<file path="src/rtl/core/qdc_pkg.sv">
// shared constants, types and codes of the readout word decoder
`default_nettype none
package qdc_pkg;

   localparam int NUM_CHANNELS = 16;

   localparam int WORD_W     = 32;
   localparam int CHARGE_W   = 16;
   localparam int ADC_W      = 12;
   localparam int CHANNEL_W  = 4;
   localparam int COUNT_W    = 23;
   localparam int SEQ_W      = 32;
   localparam int CNT_W      = $clog2(NUM_CHANNELS + 1);

   localparam logic [CHARGE_W-1:0] EMPTY_RESET = CHARGE_W'(9999);

   // word type codes, bits 26..24
   localparam int TYPE_LSB = 24;
   localparam int TYPE_W   = 3;
   localparam logic [TYPE_W-1:0] TYPE_DATA   = 3'b000;
   localparam logic [TYPE_W-1:0] TYPE_HEADER = 3'b010;
   localparam logic [TYPE_W-1:0] TYPE_EOB    = 3'b100;

   // data word fields
   localparam int CH_LSB    = 17;
   localparam int RANGE_BIT = 16;

   typedef enum logic {
      ST_IDLE,
      ST_EMIT
   } state_type;

   typedef struct packed {
      logic accept;     // input word transfer this cycle
      logic emit_load;  // load next channel result into the output register
   } ctrl_cmd_type;

   typedef struct packed {
      logic eob_go;     // presented word is an end-of-block of an open event
      logic out_free;   // output register can take a result this cycle
      logic emit_last;  // channel being emitted is the final one
   } dp_status_type;

endpackage
`default_nettype wire

</file>
<file path="src/rtl/core/qdc_event_word_decoder.sv">
// Readout word decoder for a 16-channel charge converter. Header, data and
// unused word types are taken one per clock while no end-of-block results
// are being emitted. An end-of-block word of an open event is taken and
// then yields 16 results, channel 0 to 15, read one per cycle from the
// charge register file into the single output register while rsp_stall does
// not hold it, and the input stalls until the last of them is loaded. The
// last result may wait in the output register while the next words are
// taken. empty_value is loaded into all channels by the next header.
`default_nettype none
module qdc_event_word_decoder (
   input  wire logic                          clock,
   input  wire logic                          reset,
   input  wire logic                          req_valid,
   output logic                               req_stall,
   input  wire logic [qdc_pkg::WORD_W-1:0]    req_word,
   input  wire logic                          csr_we,
   input  wire logic [qdc_pkg::CHARGE_W-1:0]  csr_wdata,
   output logic                               rsp_valid,
   input  wire logic                          rsp_stall,
   output logic [qdc_pkg::CHANNEL_W-1:0]      rsp_channel,
   output logic [qdc_pkg::CHARGE_W-1:0]       rsp_charge,
   output logic                               rsp_range_flag,
   output logic [qdc_pkg::COUNT_W-1:0]        rsp_event_count,
   output logic [qdc_pkg::SEQ_W-1:0]          rsp_event_sequence,
   output logic                               rsp_last
);
   import qdc_pkg::*;

   ctrl_cmd_type  cmd;
   dp_status_type status;

   qdc_ctrl u_ctrl (
      .clock     (clock),
      .reset     (reset),
      .req_valid (req_valid),
      .req_stall (req_stall),
      .status    (status),
      .cmd       (cmd)
   );

   qdc_dp u_dp (
      .clock              (clock),
      .reset              (reset),
      .req_word           (req_word),
      .csr_we             (csr_we),
      .csr_wdata          (csr_wdata),
      .cmd                (cmd),
      .status             (status),
      .rsp_stall          (rsp_stall),
      .rsp_valid          (rsp_valid),
      .rsp_channel        (rsp_channel),
      .rsp_charge         (rsp_charge),
      .rsp_range_flag     (rsp_range_flag),
      .rsp_event_count    (rsp_event_count),
      .rsp_event_sequence (rsp_event_sequence),
      .rsp_last           (rsp_last)
   );

endmodule
`default_nettype wire

</file>
<file path="src/rtl/core/qdc_ctrl.sv">
// controller: input acceptance and per-channel result sequencing
`default_nettype none
module qdc_ctrl (
   input  wire logic                 clock,
   input  wire logic                 reset,
   input  wire logic                 req_valid,
   output logic                      req_stall,
   input  wire qdc_pkg::dp_status_type status,
   output qdc_pkg::ctrl_cmd_type     cmd
);
   import qdc_pkg::*;

   state_type state_ff;
   state_type state_in;

   always_ff @(posedge clock) begin
      if (reset) begin
         state_ff <= ST_IDLE;
      end else begin
         state_ff <= state_in;
      end
   end

   always_comb begin
      state_in      = state_ff;
      req_stall     = 1'b1;
      cmd.accept    = 1'b0;
      cmd.emit_load = 1'b0;
      case (state_ff)
         ST_IDLE: begin
            req_stall  = 1'b0;
            cmd.accept = req_valid;
            if (req_valid && status.eob_go) begin
               state_in = ST_EMIT;
            end
         end
         ST_EMIT: begin
            if (status.out_free) begin
               cmd.emit_load = 1'b1;
               if (status.emit_last) begin
                  state_in = ST_IDLE;
               end
            end
         end
         default: begin
            state_in = ST_IDLE;
         end
      endcase
   end

endmodule
`default_nettype wire

</file>
<file path="src/rtl/core/qdc_dp.sv">
// datapath: charge registers, event state, counters and the output register
`default_nettype none
module qdc_dp (
   input  wire logic                              clock,
   input  wire logic                              reset,
   input  wire logic [qdc_pkg::WORD_W-1:0]        req_word,
   input  wire logic                              csr_we,
   input  wire logic [qdc_pkg::CHARGE_W-1:0]      csr_wdata,
   input  wire qdc_pkg::ctrl_cmd_type             cmd,
   output qdc_pkg::dp_status_type                 status,
   input  wire logic                              rsp_stall,
   output logic                                   rsp_valid,
   output logic [qdc_pkg::CHANNEL_W-1:0]          rsp_channel,
   output logic [qdc_pkg::CHARGE_W-1:0]           rsp_charge,
   output logic                                   rsp_range_flag,
   output logic [qdc_pkg::COUNT_W-1:0]            rsp_event_count,
   output logic [qdc_pkg::SEQ_W-1:0]              rsp_event_sequence,
   output logic                                   rsp_last
);
   import qdc_pkg::*;

   logic [CHARGE_W-1:0]  empty_value_ff;
   logic [CHARGE_W-1:0]  charges_ff [NUM_CHANNELS];
   logic                 event_open_ff;
   logic                 last_range_ff;
   logic [SEQ_W-1:0]     events_seen_ff;
   logic [COUNT_W-1:0]   count_ff;
   logic [CHANNEL_W-1:0] emit_idx_ff;

   logic                 out_valid_ff;
   logic [CHANNEL_W-1:0] out_channel_ff;
   logic [CHARGE_W-1:0]  out_charge_ff;
   logic                 out_range_ff;
   logic [COUNT_W-1:0]   out_count_ff;
   logic [SEQ_W-1:0]     out_seq_ff;
   logic                 out_last_ff;

   logic [TYPE_W-1:0]    word_type;
   logic [CHANNEL_W-1:0] word_ch;
   logic                 ch_ok;
   logic                 emit_last;

   assign word_type = req_word[TYPE_LSB +: TYPE_W];
   assign word_ch   = req_word[CH_LSB +: CHANNEL_W];
   assign ch_ok     = {1'b0, word_ch} < CNT_W'(NUM_CHANNELS);
   assign emit_last = emit_idx_ff == CHANNEL_W'(NUM_CHANNELS - 1);

   assign status.eob_go    = (word_type == TYPE_EOB) && event_open_ff;
   assign status.out_free  = !out_valid_ff || !rsp_stall;
   assign status.emit_last = emit_last;

   always_ff @(posedge clock) begin
      if (reset) begin
         empty_value_ff <= EMPTY_RESET;
      end else if (csr_we) begin
         empty_value_ff <= csr_wdata;
      end
   end

   // event state and charge registers
   always_ff @(posedge clock) begin
      if (reset) begin
         for (int c = 0; c < NUM_CHANNELS; c++) begin
            charges_ff[c] <= EMPTY_RESET;
         end
         event_open_ff  <= 1'b0;
         last_range_ff  <= 1'b0;
         events_seen_ff <= '0;
         emit_idx_ff    <= '0;
      end else begin
         if (cmd.accept) begin
            case (word_type)
               TYPE_HEADER: begin
                  for (int c = 0; c < NUM_CHANNELS; c++) begin
                     charges_ff[c] <= empty_value_ff;
                  end
                  event_open_ff <= 1'b1;
               end
               TYPE_DATA: begin
                  if (ch_ok) begin
                     charges_ff[word_ch] <= CHARGE_W'(req_word[ADC_W-1:0]);
                     last_range_ff       <= !req_word[RANGE_BIT];
                  end
               end
               TYPE_EOB: begin
                  if (event_open_ff) begin
                     events_seen_ff <= events_seen_ff + SEQ_W'(1);
                     emit_idx_ff    <= '0;
                  end
               end
               default: begin
               end
            endcase
         end
         if (cmd.emit_load) begin
            emit_idx_ff <= emit_idx_ff + CHANNEL_W'(1);
         end
      end
   end

   always_ff @(posedge clock) begin
      if (cmd.accept && status.eob_go) begin
         count_ff <= req_word[COUNT_W-1:0];
      end
   end

   // output register
   always_ff @(posedge clock) begin
      if (reset) begin
         out_valid_ff <= 1'b0;
      end else if (cmd.emit_load) begin
         out_valid_ff <= 1'b1;
      end else if (!rsp_stall) begin
         out_valid_ff <= 1'b0;
      end
   end

   always_ff @(posedge clock) begin
      if (cmd.emit_load) begin
         out_channel_ff <= emit_idx_ff;
         out_charge_ff  <= charges_ff[emit_idx_ff];
         out_range_ff   <= last_range_ff;
         out_count_ff   <= count_ff;
         out_seq_ff     <= events_seen_ff;
         out_last_ff    <= emit_last;
      end
   end

   assign rsp_valid          = out_valid_ff;
   assign rsp_channel        = out_channel_ff;
   assign rsp_charge         = out_charge_ff;
   assign rsp_range_flag     = out_range_ff;
   assign rsp_event_count    = out_count_ff;
   assign rsp_event_sequence = out_seq_ff;
   assign rsp_last           = out_last_ff;

endmodule
`default_nettype wire

</file>
<file path="config.mk">
export PLATFORM = sky130hd
export DESIGN_NAME = qdc_event_word_decoder
export DESIGN_NICKNAME = d
export VERILOG_FILES = /design/src/rtl/core/qdc_pkg.sv /design/src/rtl/core/qdc_event_word_decoder.sv /design/src/rtl/core/qdc_ctrl.sv /design/src/rtl/core/qdc_dp.sv
export SDC_FILE = /design/constraint.sdc
export NUM_CORES = 1
export LEC_CHECK = 0
export BUFFER_PORTS_ARGS = -buffer_cell sky130_fd_sc_hd__buf_2
export CORE_UTILIZATION = 25
export DETAILED_ROUTE_END_ITERATION = 10
export REMOVE_ABC_BUFFERS = 1
export SYNTH_ARGS = -nofsm -noshare
export SYNTH_HDL_FRONTEND = slang
export SYNTH_SLANG_ARGS = --single-unit
</file>
<file path="constraint.sdc">
create_clock -name clock -period 3.5 [get_ports clock]
set_input_delay 0.875 -clock clock [delete_from_list [all_inputs] [get_ports clock]]
set_output_delay 0.875 -clock clock [all_outputs]
set_load 0.02 [all_outputs]
</file>
; ---- Yosys cells after proc, flatten, opt, wreduce, memory -nomap -nowiden
; Memories as Yosys holds them, arrays and structs flattened. A register that Yosys moved wholly into a read port is not among the register bits.
; Index checks and enable logic that the tools add are counted.
[word_totals]
ff_bits = 140
latchBits = 0
ram_bits = 256
rom_bits = 0
in_bits = 53
out_inout_bits = 79
word_cells = 96
memories = 1
[memory_table]
columns = memory, depth, word_bits, read_ports, rd_clocked_by_memory_dff, write_ports, line_no
row1 = u_dp.charges_ff, 16, 16, 1, 1, 16, qdc_dp.sv:23  ; logic [CHARGE_W-1:0] charges_ff [NUM_CHANNELS];
[classes]
addsub = 2
mul = 0
div = 0
magnitude_cmp = 0
n_eq_ne = 4
shift = 0
mux = 43
bitwise = 17
n_reduce_logical = 16
[op_table]
columns = operator, n
row1 = 16-bit two-way mux, 17
row2 = "32-bit by 1-bit adder with 32-bit output, second input constant", 1
row3 = 1-bit two-way mux, 20
row4 = 4-bit two-way mux, 5
row5 = 1-bit OR, 16
row6 = 16-bit OR reduction, 1
row7 = 3-bit AND reduction, 2
row8 = 2-bit nonzero test, 3
row9 = "4-bit by 1-bit adder with 4-bit output, second input constant", 1
row10 = "4-bit equality test, second input constant", 1
row11 = 2-bit AND reduction, 2
row12 = "3-bit by 2-bit equality test with 1-bit output, second input constant", 1
row13 = "3-bit equality test, second input constant", 1
row14 = 1-bit logical AND, 3
row15 = 1-bit zero test, 3
row16 = 3-bit zero test, 1
row17 = "2-bit by 1-bit != test with 1-bit output, second input constant", 1
row18 = 1-bit case mux with 2 select lines, 1
row19 = 1-bit logical OR, 1
row20 = 1-bit NOT, 1

; ---- Depth between registers and ports, before layout
[depth]
word_depth = 7
mapped_depth = 7
depth_no_buf = 6

; ---- Modules after synthesis
; Synthesis repeated with hierarchy kept, for this count alone.
[unflattened]
hier_cells = 1210
hier_area_um2 = 17187.7
[by_module_without_submodules]
columns = mod, instances, cells_each, area_each_um2, seq_area_each_um2
row1 = qdc_dp, 1, 1205, 17137.7, 11150.7
row2 = qdc_ctrl, 1, 5, 50.0, 20.0

; ---- Least setup slack after synthesis
; No wires, ideal clock.
[synth_path]
path_kind = input to register
start = input port rsp_stall
end = register u_dp.emit_idx_ff[2]
setup_ns = 0.132
arrival_ns = 3.123
t_required_ns = 3.368
setup_slack_ns = 0.244
stages = 6
path_buffers = 0
path_cell_list = nand2_1 > nand2_1 > inv_1 > nor2_1 > o21ai_0 > a21oi_1
[synth_rtl]
columns = item, line_no
row1 = from (decl), qdc_event_word_decoder.sv:19  ; input wire logic rsp_stall,
row2 = to (signal assigned), qdc_dp.sv:96  ; emit_idx_ff <= emit_idx_ff + CHANNEL_W'(1);
row3 = to (decl), qdc_dp.sv:28  ; logic [CHANNEL_W-1:0] emit_idx_ff;

==> reports/metrics.yaml <==
tightest_slew_ps: 1034
cts.path.max_buffers: 3
p_sw_frac: 0.2094
setup_viol: 0
core-area_mm2: 0.06716
ctsRootBufferMaster: "clkbuf_16"
drc: 0
maxSlewHeadroom: 0.3095
post-place-ws_ps: 699.2
setup_slack_ps: 1103
drive_above_1_share: 0.2268
netlist.area_leader.share: 0.5163
cp-start-kind: "flip-flop"
post_cts_buffers: 0
p_clk_frac: 0.443
cp.required_ps: 3780
place_congestion: 0.7821
crit_fanout: 22
power_density_mw_per_mm2: 509.4
ant_nets: 0
critical_path_arrival_ps: 2670
route.vias.total: 10810
grt_overflow: 0
post_drt_via_cell_ratio: 4.536
switchingPower_w: 0.002156
drt-met1-wl_mm: 17.17
port_buffers: 125
fin_crit_sh: 0.6850
final-hold-violation-count: 0
fmax_ghz: 0.4171
yosysSeqAreaShare: 0.6577
period_minus_slack_ps: 2397
final_common_cell: "nand2_1"
io_pins: 132
grt_pass1_vias: 10920
ir_drop_mv: 0.2910
area_growth_pct: 18.99
slew_viol_final: 0
rsz0062_at_grt: "false"
maxCapViolations: 0
cts_buffers: 41
die_y_um: 262.6
num_rows: 95
dieArea_mm2: 0.06898
cp-end-kind: "flip-flop"
hold_class: "flip-flop to flip-flop"
worstPathCellList: "buf_4, mux4_2, mux4_2"
critPathKind: "flip-flop to flip-flop"
final_cell_mix: "nand2_1, edfxtp_1, nor2_1, buf_2, dfxtp_1"
skew_ps: 16.26
status: "completed"
worst_path_most_repeated_cell: "mux4_2"
worstSkewPairLatency_ps: 540
hold_buffers: 0
grt_pass1_wl_mm: 65.88
syn_avg_cell_area_um2: 12.68
synthTopCellsByArea: "edfxtp_1, dfxtp_1, mux4_2"
drt_iter0_markers: 730
cts_sinks: 412
comb_power_share: 0.036
ys_seq_elements: 412
slowest_delay_ps: 660
slowest_stage: "dfxtp_4"
cts_tree: "yes"
hpwl_mm: 29.53
holdWs_ps: 416.3
power_frac_seq: 0.521
dieWidth_um: 262.6
dr_wl_met3_mm: 2.525
htreeDepth: 2
synth_cells: 1339
wire_per_inst_um: 18.31
topRoutingLayerUsed: "met5"
antenna_found_initial: 6
cts_resized: 0
start_util: 0.2529
dr.pass1.iters: 5
grt_max_degree: 65
yosysWarnings: 0
synth_cell_type_count: 43
met2WireLength_mm: 22.63
clk_pin_slew_worst_paths_ps: 70
track_usage: 0.1252
leakage_nw: 7.837
routed_wl_mm: 43.64
syn_area_mm2: 0.01698
final_nets: 1531
synth.largest_area_cell: "edfxtp_1"
internal_power_w: 0.008140
## flip-flops by register name, summed over array words and instances (netlist names)
| signal | count |
|---|---|
| u_ctrl.state_ff | 1 |
| u_dp.charges_ff | 256 |
| u_dp.count_ff | 23 |
| u_dp.emit_idx_ff | 4 |
| u_dp.empty_value_ff | 16 |
| u_dp.event_open_ff | 1 |
| u_dp.events_seen_ff | 32 |
| u_dp.last_range_ff | 1 |
| u_dp.rsp_channel | 4 |
| u_dp.rsp_charge | 16 |
| u_dp.rsp_event_count | 23 |
| u_dp.rsp_event_sequence | 32 |
| u_dp.rsp_last | 1 |
| u_dp.rsp_range_flag | 1 |
| u_dp.rsp_valid | 1 |
## through the flow
step | total power [W] | TNS (ps) | area (um^2) | instances | utilization
after detailed placement | 0.005848 | 0 | 18810 | 2306 | 0.2801
after global placement | 0.005828 | 0 | 18810 | 2306 | 0.2801
after CTS | 0.01040 | 0 | 20200 | 2381 | 0.3008
final | 0.01030 | 0 | 20210 | 2383 | 0.3009
after floorplan | 0.005621 | -11050 | 16640 | 1256 | -
after global routing | 0.01061 | 0 | 20210 | 2383 | 0.3009
## synth_stat cells (all sizes together)
cell and n:
or2 2, nor2 210, a211oi 1, mux4 80, nand2 300, xnor2 20, nand3 16, nor3b 2
nor3 16, o21ai 6, or3 7, mux2i 9, nor4 6, nand4b 3, xor2 7, nand2b 3
and4 3, and2 5, nor2b 11, inv 24, and4b 3, a21o 48, and3 6, nand3b 2
ha 2, a21oi 34, buf 24, a211o 8, or4 1, clkbuf 59, edfxtp 292, nand4 9
dfxtp 120
## critical path: cells and delay by family (launching register included)
family	cells	cell delay, ps
buf+inv	1	400
flops	1	660
mux	2	1070
## per-layer routing
layer	vias to the layer above	track usage
li1	5007	-
met1	5398	0.1473
met2	328	0.2277
met3	73	0.02033
met4	4	0.04658
met5	-	0
## power by group through the flow
stage / sequential [W] / combinational, W / clock [W]
2_1_floorplan: 0.00545 / 0.000166 / 0
3_3_place_gp: 0.00546 / 0.000366 / 0
3_5_place_dp: 0.00547 / 0.000376 / 0
6_report: 0.00536 / 0.000372 / 0.00456
4_1_cts: 0.00537 / 0.000378 / 0.00466
5_1_grt: 0.00537 / 0.000403 / 0.00483
## area by class of cell
cell class | count | area, um^2
Sequential cell | 412 | 11180
Inverter | 24 | 92.59
Clock buffer | 57 | 1159
Antenna cell | 2 | 5.005
Multi-Input combinational cell | 820 | 5383
Tap cell | 873 | 1092
Clock inverter | 18 | 236.5
Timing Repair Buffer | 177 | 1066
Fill cell | 6670 | 46950
## final timing paths
| kind | startpoint | depth (start not counted) | slack, ps | end |
|---|---|---|---|---|
| worst min-delay path | u_dp.count_ff[5] | 0 | 420 | u_dp.rsp_event_count[5] |
| worst min register to register | u_dp.count_ff[5] | 0 | 420 | u_dp.rsp_event_count[5] |
| worst max register to register | u_dp.emit_idx_ff[0] | 3 | 1100 | u_dp.rsp_charge[12] |
| worst max-delay path | u_dp.emit_idx_ff[0] | 3 | 1100 | u_dp.rsp_charge[12] |
## kinds of logic (layout without fill, tap and decap cells)
logic type	count (synthesis)	count (layout)	share of synthesized area
simple gates	605	605	0.1522
flops	412	412	0.6577
other cells	0	2	0
buf+inv	107	276	0.02571
xor+xnor	27	27	0.01392
mux	89	89	0.1114
fa+ha+maj	2	2	0.001473
compound gates	97	97	0.03757
No activity file was read; power rests on OpenSTA's default activity.
